==> src/rtl/banked_window_address_mapper_core_macros.svh <==
// Assertion macros shared by the address mapper RTL.
// Expects clk_i and rst_ni in the scope of the module that uses them.
`ifndef BANKED_WINDOW_ADDRESS_MAPPER_CORE_MACROS_SVH
`define BANKED_WINDOW_ADDRESS_MAPPER_CORE_MACROS_SVH

// Checked on every clock edge outside reset
`define BWAM_ASSERT(lbl, prop, msg) \
  lbl: assert property (@(posedge clk_i) disable iff (!rst_ni) prop) \
    else $error(msg);

// Checked on every clock edge, reset included
`define BWAM_ASSERT_ALWAYS(lbl, prop, msg) \
  lbl: assert property (@(posedge clk_i) prop) \
    else $error(msg);

`endif

==> src/rtl/bwam_pkg.sv <==
// Shared types, constants and window table for the address mapper.
// No dependencies.
`timescale 1ns / 1ps

package bwam_pkg;

  localparam int unsigned AddrW    = 16;
  localparam int unsigned DataW    = 8;
  localparam int unsigned DevAddrW = 21;
  localparam int unsigned WinTypeW = 2;
  localparam int unsigned RouteW   = 3;
  localparam int unsigned CfgIdxW  = 1;
  localparam int unsigned CfgDataW = 2;

  // Result route codes
  typedef enum logic [RouteW-1:0] {
    RouteSelReg     = 3'd0,
    RouteFlashRd    = 3'd1,
    RouteLcdRd      = 3'd2,
    RouteLcdWr      = 3'd3,
    RouteUnmapRd    = 3'd4,
    RouteOutOfRange = 3'd5,
    RouteFlashWr    = 3'd6
  } route_e;

  // Configuration register indexes
  typedef enum logic [CfgIdxW-1:0] {
    CfgNormalType = 1'b0,
    CfgIrqType    = 1'b1
  } cfg_idx_e;

  // Window types; the unused code behaves as the prr bank
  typedef enum logic [WinTypeW-1:0] {
    WinIrqBank   = 2'd0,
    WinUpperBank = 2'd1,
    WinPrrBank   = 2'd2
  } win_type_e;

  localparam logic [WinTypeW-1:0] NormalTypeRst = WinPrrBank;
  localparam logic [WinTypeW-1:0] IrqTypeRst    = WinIrqBank;

  // Select register addresses
  localparam logic [AddrW-1:0] SelIrqLo   = 16'h0030;
  localparam logic [AddrW-1:0] SelIrqHi   = 16'h0031;
  localparam logic [AddrW-1:0] SelPrrLo   = 16'h0032;
  localparam logic [AddrW-1:0] SelPrrHi   = 16'h0033;
  localparam logic [AddrW-1:0] SelUpperLo = 16'h0034;
  localparam logic [AddrW-1:0] SelUpperHi = 16'h0035;

  // Window ranges
  localparam logic [AddrW-1:0] LowWinStart   = 16'h4000;
  localparam logic [AddrW-1:0] LowWinLast    = 16'h7fff;
  localparam logic [AddrW-1:0] UpperWinStart = 16'h8000;
  localparam logic [AddrW-1:0] UpperWinLast  = 16'hffff;

  // Device select codes in the high select byte
  localparam logic [1:0] UpperFlashSel = 2'd0;
  localparam logic [1:0] UpperLcdSel   = 2'd3;
  localparam logic [2:0] LowFlashSel   = 3'd0;
  localparam logic [2:0] LowLcdSel     = 3'd6;

  localparam logic [DataW-1:0] UnmappedByte = 8'hff;

  typedef struct packed {
    logic [AddrW-1:0] sel_lo;
    logic [AddrW-1:0] sel_hi;
    logic [AddrW-1:0] start;
    logic [AddrW-1:0] last;
    logic             upper;
  } win_desc_t;

  // Window descriptor lookup
  function automatic win_desc_t win_desc(input logic [WinTypeW-1:0] wtype);
    win_desc_t d;
    unique case (wtype)
      WinIrqBank:   d = '{SelIrqLo, SelIrqHi, LowWinStart, LowWinLast, 1'b0};
      WinUpperBank: d = '{SelUpperLo, SelUpperHi, UpperWinStart, UpperWinLast, 1'b1};
      default:      d = '{SelPrrLo, SelPrrHi, LowWinStart, LowWinLast, 1'b0};
    endcase
    return d;
  endfunction

endpackage

==> src/rtl/bwam_in_if.sv <==
// Bus access channel (valid/ready plus access fields).
// Depends on bwam_pkg.
`timescale 1ns / 1ps

interface bwam_in_if;
  import bwam_pkg::*;

  logic                   valid;
  logic                   ready;
  logic                   func;
  logic [AddrW-1:0]       bus_address;
  logic [DataW-1:0]       write_byte;
  logic                   in_interrupt;

  modport source (output valid, func, bus_address, write_byte, in_interrupt, input ready);
  modport sink   (input valid, func, bus_address, write_byte, in_interrupt, output ready);
endinterface

==> src/rtl/bwam_out_if.sv <==
// Routing result channel (valid/ready plus result fields).
// Depends on bwam_pkg.
`timescale 1ns / 1ps

interface bwam_out_if;
  import bwam_pkg::*;

  logic                   valid;
  logic                   ready;
  logic [RouteW-1:0]      route;
  logic [DataW-1:0]       read_data;
  logic [DevAddrW-1:0]    device_address;
  logic [DataW-1:0]       device_data;

  modport source (output valid, route, read_data, device_address, device_data, input ready);
  modport sink   (input valid, route, read_data, device_address, device_data, output ready);
endinterface

==> src/rtl/banked_window_address_mapper_core.sv <==
// Banked window address mapper: select byte registers and address routing.
// Depends on bwam_pkg, bwam_in_if, bwam_out_if and the assertion macro header.
//
//  channel | dir | handshake          | beat contents
//  --------+-----+--------------------+--------------------------------------------
//  req_i   | in  | valid/ready        | func, bus_address, write_byte, in_interrupt
//  rsp_o   | out | valid/ready        | route, read_data, device_address, device_data
//  cfg     | in  | cfg_we_i, no ready | cfg_idx_i, cfg_data_i (window types)
//
// One beat per cycle while results are taken; each beat passes through the
// input register, where decode and select byte update happen, and then the
// result register. A stalled result holds the result register, and the input
// register then holds too. Reset clears the select bytes and loads the
// default window types; no clearing pass is needed.
`timescale 1ns / 1ps
`include "banked_window_address_mapper_core_macros.svh"

module banked_window_address_mapper_core (
  input  logic                          clk_i,
  input  logic                          rst_ni,
  bwam_in_if.sink                       req_i,
  bwam_out_if.source                    rsp_o,
  input  logic                          cfg_we_i,
  input  logic [bwam_pkg::CfgIdxW-1:0]  cfg_idx_i,
  input  logic [bwam_pkg::CfgDataW-1:0] cfg_data_i
);
  import bwam_pkg::*;

  // Configuration and select byte state
  logic [WinTypeW-1:0] nrm_type_q, irq_type_q;
  logic [DataW-1:0]    nrm_lo_q, nrm_hi_q, irq_lo_q, irq_hi_q;

  // Input register
  logic                s1_valid_q;
  logic                s1_func_q;
  logic [AddrW-1:0]    s1_addr_q;
  logic [DataW-1:0]    s1_data_q;
  logic                s1_irq_q;

  // Result register
  logic                out_valid_q;
  route_e              route_q, route_d;
  logic [DataW-1:0]    rd_q, rd_d;
  logic [DevAddrW-1:0] da_q, da_d;
  logic [DataW-1:0]    dd_q, dd_d;

  logic                s1_adv;
  logic                in_fire;

  win_desc_t           nw, iw, win;
  logic                hit_nlo, hit_nhi, hit_ilo, hit_ihi, sel_hit;
  logic [DataW-1:0]    sel_byte;
  logic [DataW-1:0]    win_lo, win_hi;
  logic                in_range;
  logic [AddrW-1:0]    off;
  logic                is_flash, is_lcd;
  logic [DevAddrW-1:0] flash_addr, lcd_addr;

  // Handshake: the input register moves on whenever the result register frees up
  assign s1_adv      = s1_valid_q && (!out_valid_q || rsp_o.ready);
  assign req_i.ready = !s1_valid_q || s1_adv;
  assign in_fire     = req_i.valid && req_i.ready;

  // Configuration writes
  always_ff @(posedge clk_i or negedge rst_ni) begin
    if (!rst_ni) begin
      nrm_type_q <= NormalTypeRst;
      irq_type_q <= IrqTypeRst;
    end else if (cfg_we_i) begin
      unique case (cfg_idx_e'(cfg_idx_i))
        CfgNormalType: nrm_type_q <= cfg_data_i;
        CfgIrqType:    irq_type_q <= cfg_data_i;
        default:       ;
      endcase
    end
  end

  // Input register
  always_ff @(posedge clk_i or negedge rst_ni) begin
    if (!rst_ni) begin
      s1_valid_q <= 1'b0;
    end else if (req_i.ready) begin
      s1_valid_q <= req_i.valid;
    end
  end

  always_ff @(posedge clk_i) begin
    if (in_fire) begin
      s1_func_q <= req_i.func;
      s1_addr_q <= req_i.bus_address;
      s1_data_q <= req_i.write_byte;
      s1_irq_q  <= req_i.in_interrupt;
    end
  end

  // Select register decode; the normal window wins a clash
  assign nw      = win_desc(nrm_type_q);
  assign iw      = win_desc(irq_type_q);
  assign hit_nlo = (s1_addr_q == nw.sel_lo);
  assign hit_nhi = !hit_nlo && (s1_addr_q == nw.sel_hi);
  assign hit_ilo = !hit_nlo && !hit_nhi && (s1_addr_q == iw.sel_lo);
  assign hit_ihi = !hit_nlo && !hit_nhi && !hit_ilo && (s1_addr_q == iw.sel_hi);
  assign sel_hit = hit_nlo || hit_nhi || hit_ilo || hit_ihi;

  always_comb begin
    priority if (hit_nlo) begin
      sel_byte = nrm_lo_q;
    end else if (hit_nhi) begin
      sel_byte = nrm_hi_q;
    end else if (hit_ilo) begin
      sel_byte = irq_lo_q;
    end else begin
      sel_byte = irq_hi_q;
    end
  end

  // Select byte writes take effect as the beat leaves the input register
  always_ff @(posedge clk_i or negedge rst_ni) begin
    if (!rst_ni) begin
      nrm_lo_q <= '0;
      nrm_hi_q <= '0;
      irq_lo_q <= '0;
      irq_hi_q <= '0;
    end else if (s1_adv && s1_func_q) begin
      if (hit_nlo) nrm_lo_q <= s1_data_q;
      if (hit_nhi) nrm_hi_q <= s1_data_q;
      if (hit_ilo) irq_lo_q <= s1_data_q;
      if (hit_ihi) irq_hi_q <= s1_data_q;
    end
  end

  // Window translation
  assign win      = s1_irq_q ? iw : nw;
  assign win_lo   = s1_irq_q ? irq_lo_q : nrm_lo_q;
  assign win_hi   = s1_irq_q ? irq_hi_q : nrm_hi_q;
  assign in_range = (s1_addr_q >= win.start) && (s1_addr_q <= win.last);
  assign off      = s1_addr_q - win.start;

  always_comb begin
    if (win.upper) begin
      is_flash   = (win_hi[1:0] == UpperFlashSel);
      is_lcd     = (win_hi[1:0] == UpperLcdSel);
      // 32K pages: page number sits above the 15-bit offset
      flash_addr = {win_lo[5:0], off[14:0]};
      lcd_addr   = {6'd0, off[14:0]};
    end else begin
      is_flash   = (win_hi[2:0] == LowFlashSel);
      is_lcd     = (win_hi[2:0] == LowLcdSel);
      // 16K pages
      flash_addr = {win_lo[6:0], off[13:0]};
      lcd_addr   = {6'd0, win_lo[0], off[13:0]};
    end
  end

  // Route selection
  always_comb begin
    route_d = RouteSelReg;
    rd_d    = '0;
    da_d    = '0;
    dd_d    = '0;
    priority if (sel_hit) begin
      route_d = RouteSelReg;
      rd_d    = s1_func_q ? '0 : sel_byte;
    end else if (!in_range) begin
      route_d = RouteOutOfRange;
      rd_d    = UnmappedByte;
    end else if (s1_func_q) begin
      if (is_lcd) begin
        route_d = RouteLcdWr;
        da_d    = lcd_addr;
        dd_d    = s1_data_q;
      end else begin
        route_d = RouteFlashWr;
      end
    end else if (is_flash) begin
      route_d = RouteFlashRd;
      da_d    = flash_addr;
    end else if (is_lcd) begin
      route_d = RouteLcdRd;
      da_d    = lcd_addr;
    end else begin
      route_d = RouteUnmapRd;
      rd_d    = UnmappedByte;
    end
  end

  // Result register
  always_ff @(posedge clk_i or negedge rst_ni) begin
    if (!rst_ni) begin
      out_valid_q <= 1'b0;
    end else if (!out_valid_q || rsp_o.ready) begin
      out_valid_q <= s1_valid_q;
    end
  end

  always_ff @(posedge clk_i) begin
    if (s1_adv) begin
      route_q <= route_d;
      rd_q    <= rd_d;
      da_q    <= da_d;
      dd_q    <= dd_d;
    end
  end

  assign rsp_o.valid          = out_valid_q;
  assign rsp_o.route          = route_q;
  assign rsp_o.read_data      = rd_q;
  assign rsp_o.device_address = da_q;
  assign rsp_o.device_data    = dd_q;

  // Checks
  `BWAM_ASSERT(a_adv_fills_out, s1_adv |=> out_valid_q, "beat lost between stages")
  `BWAM_ASSERT(a_nlo_write, (s1_adv && s1_func_q && hit_nlo) |=> (nrm_lo_q == $past(s1_data_q)), "normal low select byte not stored")
  `BWAM_ASSERT(a_ff_routes, (out_valid_q && (route_q == RouteOutOfRange || route_q == RouteUnmapRd)) |-> (rd_q == UnmappedByte), "unmapped route without 0xff")
  `BWAM_ASSERT(a_dev_data, (out_valid_q && route_q != RouteLcdWr) |-> (dd_q == '0), "device data outside lcd write")
  `BWAM_ASSERT_ALWAYS(a_ready_when_empty, !out_valid_q |-> req_i.ready, "input stalled with empty result register")

endmodule
==> src/flat_wrapper.sv <==
// flat-port wrapper written by rule: the top's interface ports become plain ports
module banked_window_address_mapper_core_flat import bwam_pkg::*;
  (clk_i, rst_ni, cfg_we_i, cfg_idx_i, cfg_data_i, req_i_valid, req_i_func, req_i_bus_address, req_i_write_byte, req_i_in_interrupt, req_i_ready, rsp_o_valid, rsp_o_route, rsp_o_read_data, rsp_o_device_address, rsp_o_device_data, rsp_o_ready);
  bwam_in_if req_i_i ();
  bwam_out_if rsp_o_i ();
  input  logic clk_i;
  input  logic rst_ni;
  input  logic cfg_we_i;
  input  logic [bwam_pkg::CfgIdxW-1:0] cfg_idx_i;
  input  logic [bwam_pkg::CfgDataW-1:0] cfg_data_i;
  input wire logic [$bits(req_i_i.valid)-1:0] req_i_valid;
  input wire logic [$bits(req_i_i.func)-1:0] req_i_func;
  input wire logic [$bits(req_i_i.bus_address)-1:0] req_i_bus_address;
  input wire logic [$bits(req_i_i.write_byte)-1:0] req_i_write_byte;
  input wire logic [$bits(req_i_i.in_interrupt)-1:0] req_i_in_interrupt;
  output wire logic [$bits(req_i_i.ready)-1:0] req_i_ready;
  output wire logic [$bits(rsp_o_i.valid)-1:0] rsp_o_valid;
  output wire logic [$bits(rsp_o_i.route)-1:0] rsp_o_route;
  output wire logic [$bits(rsp_o_i.read_data)-1:0] rsp_o_read_data;
  output wire logic [$bits(rsp_o_i.device_address)-1:0] rsp_o_device_address;
  output wire logic [$bits(rsp_o_i.device_data)-1:0] rsp_o_device_data;
  input wire logic [$bits(rsp_o_i.ready)-1:0] rsp_o_ready;
  assign req_i_i.valid = req_i_valid;
  assign req_i_i.func = req_i_func;
  assign req_i_i.bus_address = req_i_bus_address;
  assign req_i_i.write_byte = req_i_write_byte;
  assign req_i_i.in_interrupt = req_i_in_interrupt;
  assign req_i_ready = req_i_i.ready;
  assign rsp_o_valid = rsp_o_i.valid;
  assign rsp_o_route = rsp_o_i.route;
  assign rsp_o_read_data = rsp_o_i.read_data;
  assign rsp_o_device_address = rsp_o_i.device_address;
  assign rsp_o_device_data = rsp_o_i.device_data;
  assign rsp_o_i.ready = rsp_o_ready;
  banked_window_address_mapper_core u_core (.clk_i(clk_i), .rst_ni(rst_ni), .req_i(req_i_i), .rsp_o(rsp_o_i), .cfg_we_i(cfg_we_i), .cfg_idx_i(cfg_idx_i), .cfg_data_i(cfg_data_i));
endmodule
==> config.mk <==
export PLATFORM = sky130hd
export DESIGN_NAME = banked_window_address_mapper_core_flat
export DESIGN_NICKNAME = d
export VERILOG_FILES = /design/src/rtl/bwam_pkg.sv /design/src/rtl/bwam_in_if.sv /design/src/rtl/bwam_out_if.sv /design/src/rtl/banked_window_address_mapper_core.sv /design/src/flat_wrapper.sv
export VERILOG_INCLUDE_DIRS = /design/src /design/src/rtl
export SDC_FILE = /design/constraint.sdc
export NUM_CORES = 1
export LEC_CHECK = 0
export ABC_AREA = 0
export BUFFER_PORTS_ARGS = -buffer_cell sky130_fd_sc_hd__buf_4
export CORE_ASPECT_RATIO = 0.8
export CORE_UTILIZATION = 60
export DETAILED_ROUTE_END_ITERATION = 10
export HOLD_SLACK_MARGIN = 0.08
export PLACE_DENSITY = 0.84
export SLEW_MARGIN = 15
export SYNTH_ARGS = -nofsm -noshare
export SYNTH_HDL_FRONTEND = slang
export SYNTH_SLANG_ARGS = --single-unit
==> constraint.sdc <==
create_clock -name clk_i -period 6.5 [get_ports clk_i]
set_input_delay 0.325 -clock clk_i [delete_from_list [all_inputs] [get_ports clk_i]]
set_output_delay 0.325 -clock clk_i [all_outputs]
set_load 0.03 [all_outputs]
### After elaboration in Yosys (flattened, before gate mapping)

Cells that the tools add are included.
Widths: inputs -> output; s select.

* flip-flop bits (word level): 104
* input bits: 34
* memories: 0
* latch bits: 0
* ROM bits: 0
* memory bits (writable): 0

* divide/modulo/power cells: 0
* bitwise operators: 4
* shifts and indexed selects: 0
* multiply operators: 0
* $lt $le $gt $ge: 2
* muxes and demuxes: 26
* equal/unequal tests: 8
* reductions and logical operators: 31
* add/subtract/negate cells: 1

Operators with widths (number)
* $pmux 52 s2: 2
* $mux 8: 9
* $mux 21: 3
* $mux 33: 1
* $eq 16x16->1: 2
* $eq 16x6->1: 2
* $mux 15: 2
* $mux 3: 6
* $ge 16x16->1: 1
* $le 16x16->1: 1
* $sub 15x15->15: 1
* $reduce_and 2->1: 6
* $logic_and 1x1->1: 9
* $mux 7: 1
* $logic_not 2->1: 3
* $logic_not 1->1: 5
* $logic_or 1x1->1: 5
* $eq 2x1->1 const B: 2
* $not 1->1: 4
* $reduce_or 4->1: 1
* $eq 3x3->1 const B: 1
* $logic_not 3->1: 1
* $eq 2x2->1 const B: 1
* $mux 1: 2
* $reduce_or 2->1: 1

### Logic depth before layout (Yosys ltp)

* word-level depth: 13
* mapped depth: 10
* gate-level depth less buffers: 9

### Worst setup path before layout

Ideal clock, no wire load.

* path kind: reg2reg
* start point: reg u_core.s1_irq_q
* end point: reg u_core.rd_q[0], in the netlist u_core.rsp_o.read_data[0] (data pin)
* setup time: 0.284 ns
* cell stages (with the launch flop): 10
* arrival: 2.584 ns
* required time: 6.216 ns
* slack: 3.631 ns
* clock period less this slack: 2.869 ns
* cells stage by stage: edfxtp_1 > or3b_4 > nand2_8 > inv_4 > ha_1 > nor4b_1 > nand4_1 > a211o_1 > a22oi_1 > o32ai_1

* longest elaborated chain between the ends: 8
* elaborated cells on any way between the ends: 16
* those cells by class: order compare: 2; eq/ne: 2; mux: 9; reduce/logical: 3

RTL lines
* start, declared: RTL line banked_window_address_mapper_core.sv:38 `logic s1_irq_q;`
* start signal, assigned: RTL line banked_window_address_mapper_core.sv:92 `s1_irq_q <= req_i.in_interrupt;`
* branches (longest 6 deep; another with $ge 16x16->1)
* $mux 8 *: RTL line banked_window_address_mapper_core.sv:164 `end else if (!in_range) begin`
* $mux 8 *: RTL line banked_window_address_mapper_core.sv:161 `priority if (sel_hit) begin`
* net u_core.rd_d[0]: RTL line banked_window_address_mapper_core.sv:43 `logic [DataW-1:0] rd_q, rd_d;`
* end signal, assigned: RTL line banked_window_address_mapper_core.sv:199 `rd_q <= rd_d;`
* end, declared: RTL line banked_window_address_mapper_core.sv:43

Mark *: on every way through the listed nets, which the timed path passes.
A chain may end at the register's enable or synchronous reset.

### Worst setup path after layout

* start point: reg u_core.s1_irq_q
* end point: reg u_core.da_q[19], in the netlist u_core.rsp_o.device_address[19] (data pin)

* longest elaborated chain between the ends: 5
* elaborated cells on any way between the ends: 14
* those cells by class: order compare: 2; mux: 7; bitwise: 1; reduce/logical: 4

RTL lines
* $mux 33 / $mux 3 (equally long branches): RTL line banked_window_address_mapper_core.sv:133, banked_window_address_mapper_core.sv:135
* $ge 16x16->1, or another cell as far along: RTL line banked_window_address_mapper_core.sv:136 `assign in_range = (s1_addr_q >= win.start) && (s1_addr_q <= win.last);`
* $logic_and 1x1->1 / $mux 1 (equally long branches): RTL line banked_window_address_mapper_core.sv:136, banked_window_address_mapper_core.sv:140
* $not 1->1 (no source line) / $mux 21 (equally long branches)
* $reduce_or 2->1 (no source line) / $mux 21 (equally long branches)
* end signal, assigned: RTL line banked_window_address_mapper_core.sv:200 `da_q <= da_d;`
* end, declared: RTL line banked_window_address_mapper_core.sv:44 `logic [DevAddrW-1:0] da_q, da_d;`

Several ways; a longest one is shown, not always the timed one.

==> run metrics <==
R2R Path Start u_core.s1_irq_q; first-pass GRT wire length 16100 um; final WL 10300 um; Worst-Margin Slew 0.851 ns; DRT iter0 DRCs 298; ys flop type edfxtp_1; fillers 498; top-count cell post-synth edfxtp_1; final net count 433; Max Slew Vio Count 0; synth top area cells edfxtp_1, dfrtp_1, mux2_2; DR WL/cell 20.2 um; Worst Hold Class in2reg; most frequent cells after synthesis edfxtp_1, dfrtp_1, mux2_2; Hold Path Sink u_core.s1_addr_q[2]; antenna viol nets, final 0; CP Class reg2reg; register area share after synthesis 63.1%; synthesized area 4650 um2; root buffer cell clkbuf_8; area grow syn2layout 18.2%; Post-DP HPWL 7010 um; die height 80.8 um; # H-tree levels 3; ant diodes 0; Crit. End Element flip-flop; WHS Path Cells 1; Hold Fails Final Rpt 0; row count 28; Overflow after GRT 0; Final Util 73.7%; Synth area leader edfxtp_1; synthesized flop and latch total 104; RSZ-0062 raised after global routing false; ys async rst share 36.5%; dpl cells 490; crit path launch type flip-flop; Core ar. 7460 um2; Max VDD drop 0.000126 V; pin count of the biggest net entering global routing 41; GPL Wtd Cong 0.853; die area 8110 um2; Reg-to-Reg End u_core.rsp_o.device_address[19]; CTS Buffer Depth 2; Die W 100 um; GRT Total Usage 27.6%; CTS tree yes; outcome finished clean; Top Ports 76; Synth top area share 42.6%; Initial Util 62.4%; CP required 6.59 ns; Clock Sinks 104; Max Cap Viol 0; number of buffers created by CTS 9; port bufs 75; Synth Warn # 0; period utilization 57.9%; Worst-path clk slew 0.10 ns; fin cells 507; Post-Syn Nets 356; setup tns final 0 ns; Setup Viol. Count Final 0; DR DRC count 0; post-layout min period 3.76 ns; Setup Skew 0.00979 ns; worst reg2reg path depth 9; Crit Path Max Fanout 15; P_leak 2.27 nW; Fmax achieved 0.266 GHz; hold_sp req_i_bus_address[2]; initial antenna violation count 0; total number of vias 3087; vias in the first global route 2954; worst skew pair latency 0.37 ns; Pwr Total 1.33 mW; layout cells sized above 1 32.8%; crit path DAT 3.85 ns; Gate Count Post-Synth 320; Avg Vias per Cell 6.09; first-pass detailed-route iteration total 5; Post-synth EDFFs 66; Pwr Density 242 nW/um2; hold slack 0.120 ns; reg2reg setup slack 2.74 ns; Yosys cell types 52; Syn Area/Cell 14.5 um2; slew margin rel. 43.3%
stage by stage:
step | cell area [um2] | worst slack [ns]
floorplan | 4650 | 3.63
finish | 5500 | 2.74
global placement | 5310 | 2.98
CTS | 5500 | 2.84
detailed placement | 5310 | 2.86
global route | 5500 | 2.51
kinds of logic after synthesis:
family,share of synthesized area [%]
AO/OA/AOI/OAI,9.25
XOR/XNOR,0.565
adder cells (fa/ha/maj),0.538
buffers and inverters,2.20
flip-flops,63.1
multiplexers,11.9
AND/OR/NAND/NOR,12.4
final cells by class:
cell class	instances	area [um2]	area share [%]
clock buffer	11	141	2.57
multi-input combinational	192	1620	29.4
timing repair buffer	78	588	10.7
clock inverter	5	38.8	0.705
tap	105	131	2.39
sequential	104	2930	53.4
inverter	12	47.5	0.865
placed cells by master (no fill, tap or decap), types with 5 or more instances in the layout:
| cell type | instances |
|---|---|
| mux2_2 | 25 |
| nand3b_1 | 5 |
| a311oi_1 | 9 |
| nand4_1 | 6 |
| edfxtp_1 | 66 |
| o31a_1 | 10 |
| mux2_1 | 15 |
| mux2i_1 | 6 |
| a211oi_1 | 9 |
| buf_4 | 77 |
| o32ai_1 | 8 |
| nor2b_1 | 9 |
| nor2_1 | 11 |
| nor3_1 | 9 |
| nand2_1 | 7 |
| inv_1 | 11 |
| and2_1 | 15 |
| clkbuf_8 | 10 |
| dfrtp_1 | 37 |
what timing repair did:
| action | CTS | global route |
|---|---|---|
| gates resized for setup | 0 | 0 |
| endpoints found under the setup margin | 0 | 0 |
| endpoints found under the hold margin | 37 | 0 |
| buffers inserted | 0 | 0 |
| hold buffers | 1 | 0 |
registers in the layout, indices dropped and copies added, names as in the netlist:
signal                       cells
u_core.s1_irq_q                  1
u_core.rsp_o.device_data         8
u_core.nrm_hi_q                  8
u_core.rsp_o.route               3
u_core.s1_func_q                 1
u_core.s1_data_q                 8
u_core.s1_valid_q                1
u_core.rsp_o.read_data           8
u_core.rsp_o.device_address     21
u_core.nrm_type_q                2
u_core.nrm_lo_q                  8
u_core.rsp_o.valid               1
u_core.irq_type_q                2
u_core.irq_lo_q                  8
u_core.irq_hi_q                  8
u_core.s1_addr_q                16
worst max path at each step:
stage,from,end,slack (ns),cells after the start
2_1_floorplan,u_core.s1_irq_q,u_core.rsp_o.read_data[0],3.63,9
3_3_place_gp,u_core.s1_irq_q,u_core.rsp_o.read_data[6],2.98,9
3_5_place_dp,u_core.s1_irq_q,u_core.rsp_o.device_address[19],2.86,9
4_1_cts,u_core.s1_irq_q,u_core.rsp_o.device_address[19],2.84,9
5_1_grt,u_core.s1_irq_q,u_core.rsp_o.device_address[19],2.51,9
6_report,u_core.s1_irq_q,u_core.rsp_o.device_address[19],2.74,9
where the power goes:
group	internal (mW)	switching, mW
Sequential	0.748	0.0304
Clock	0.153	0.223
Combinational	0.0673	0.109
worst max-delay path: stages (launching register included):
cell       delay [ns]
edfxtp_1         0.68
or3b_4           0.56
nand2_8          0.13
inv_4            0.07
ha_1             0.29
nor4b_1          0.24
nand4_1          0.16
a211o_1          0.41
a21o_1           0.35
a2111oi_0        0.58
layer usage:
metal  vias up  wire length, um  global-route usage [%]  share of wire, %
met5         -                0                       0                 0
met4         0              142                    8.41               1.4
met3        14              781                    6.63               7.6
met2       160             4630                    40.9                45
met1      1508             4700                    40.8                46
li1       1405                -                       -                 -
Note: power is estimated with default switching activity, not from simulation.
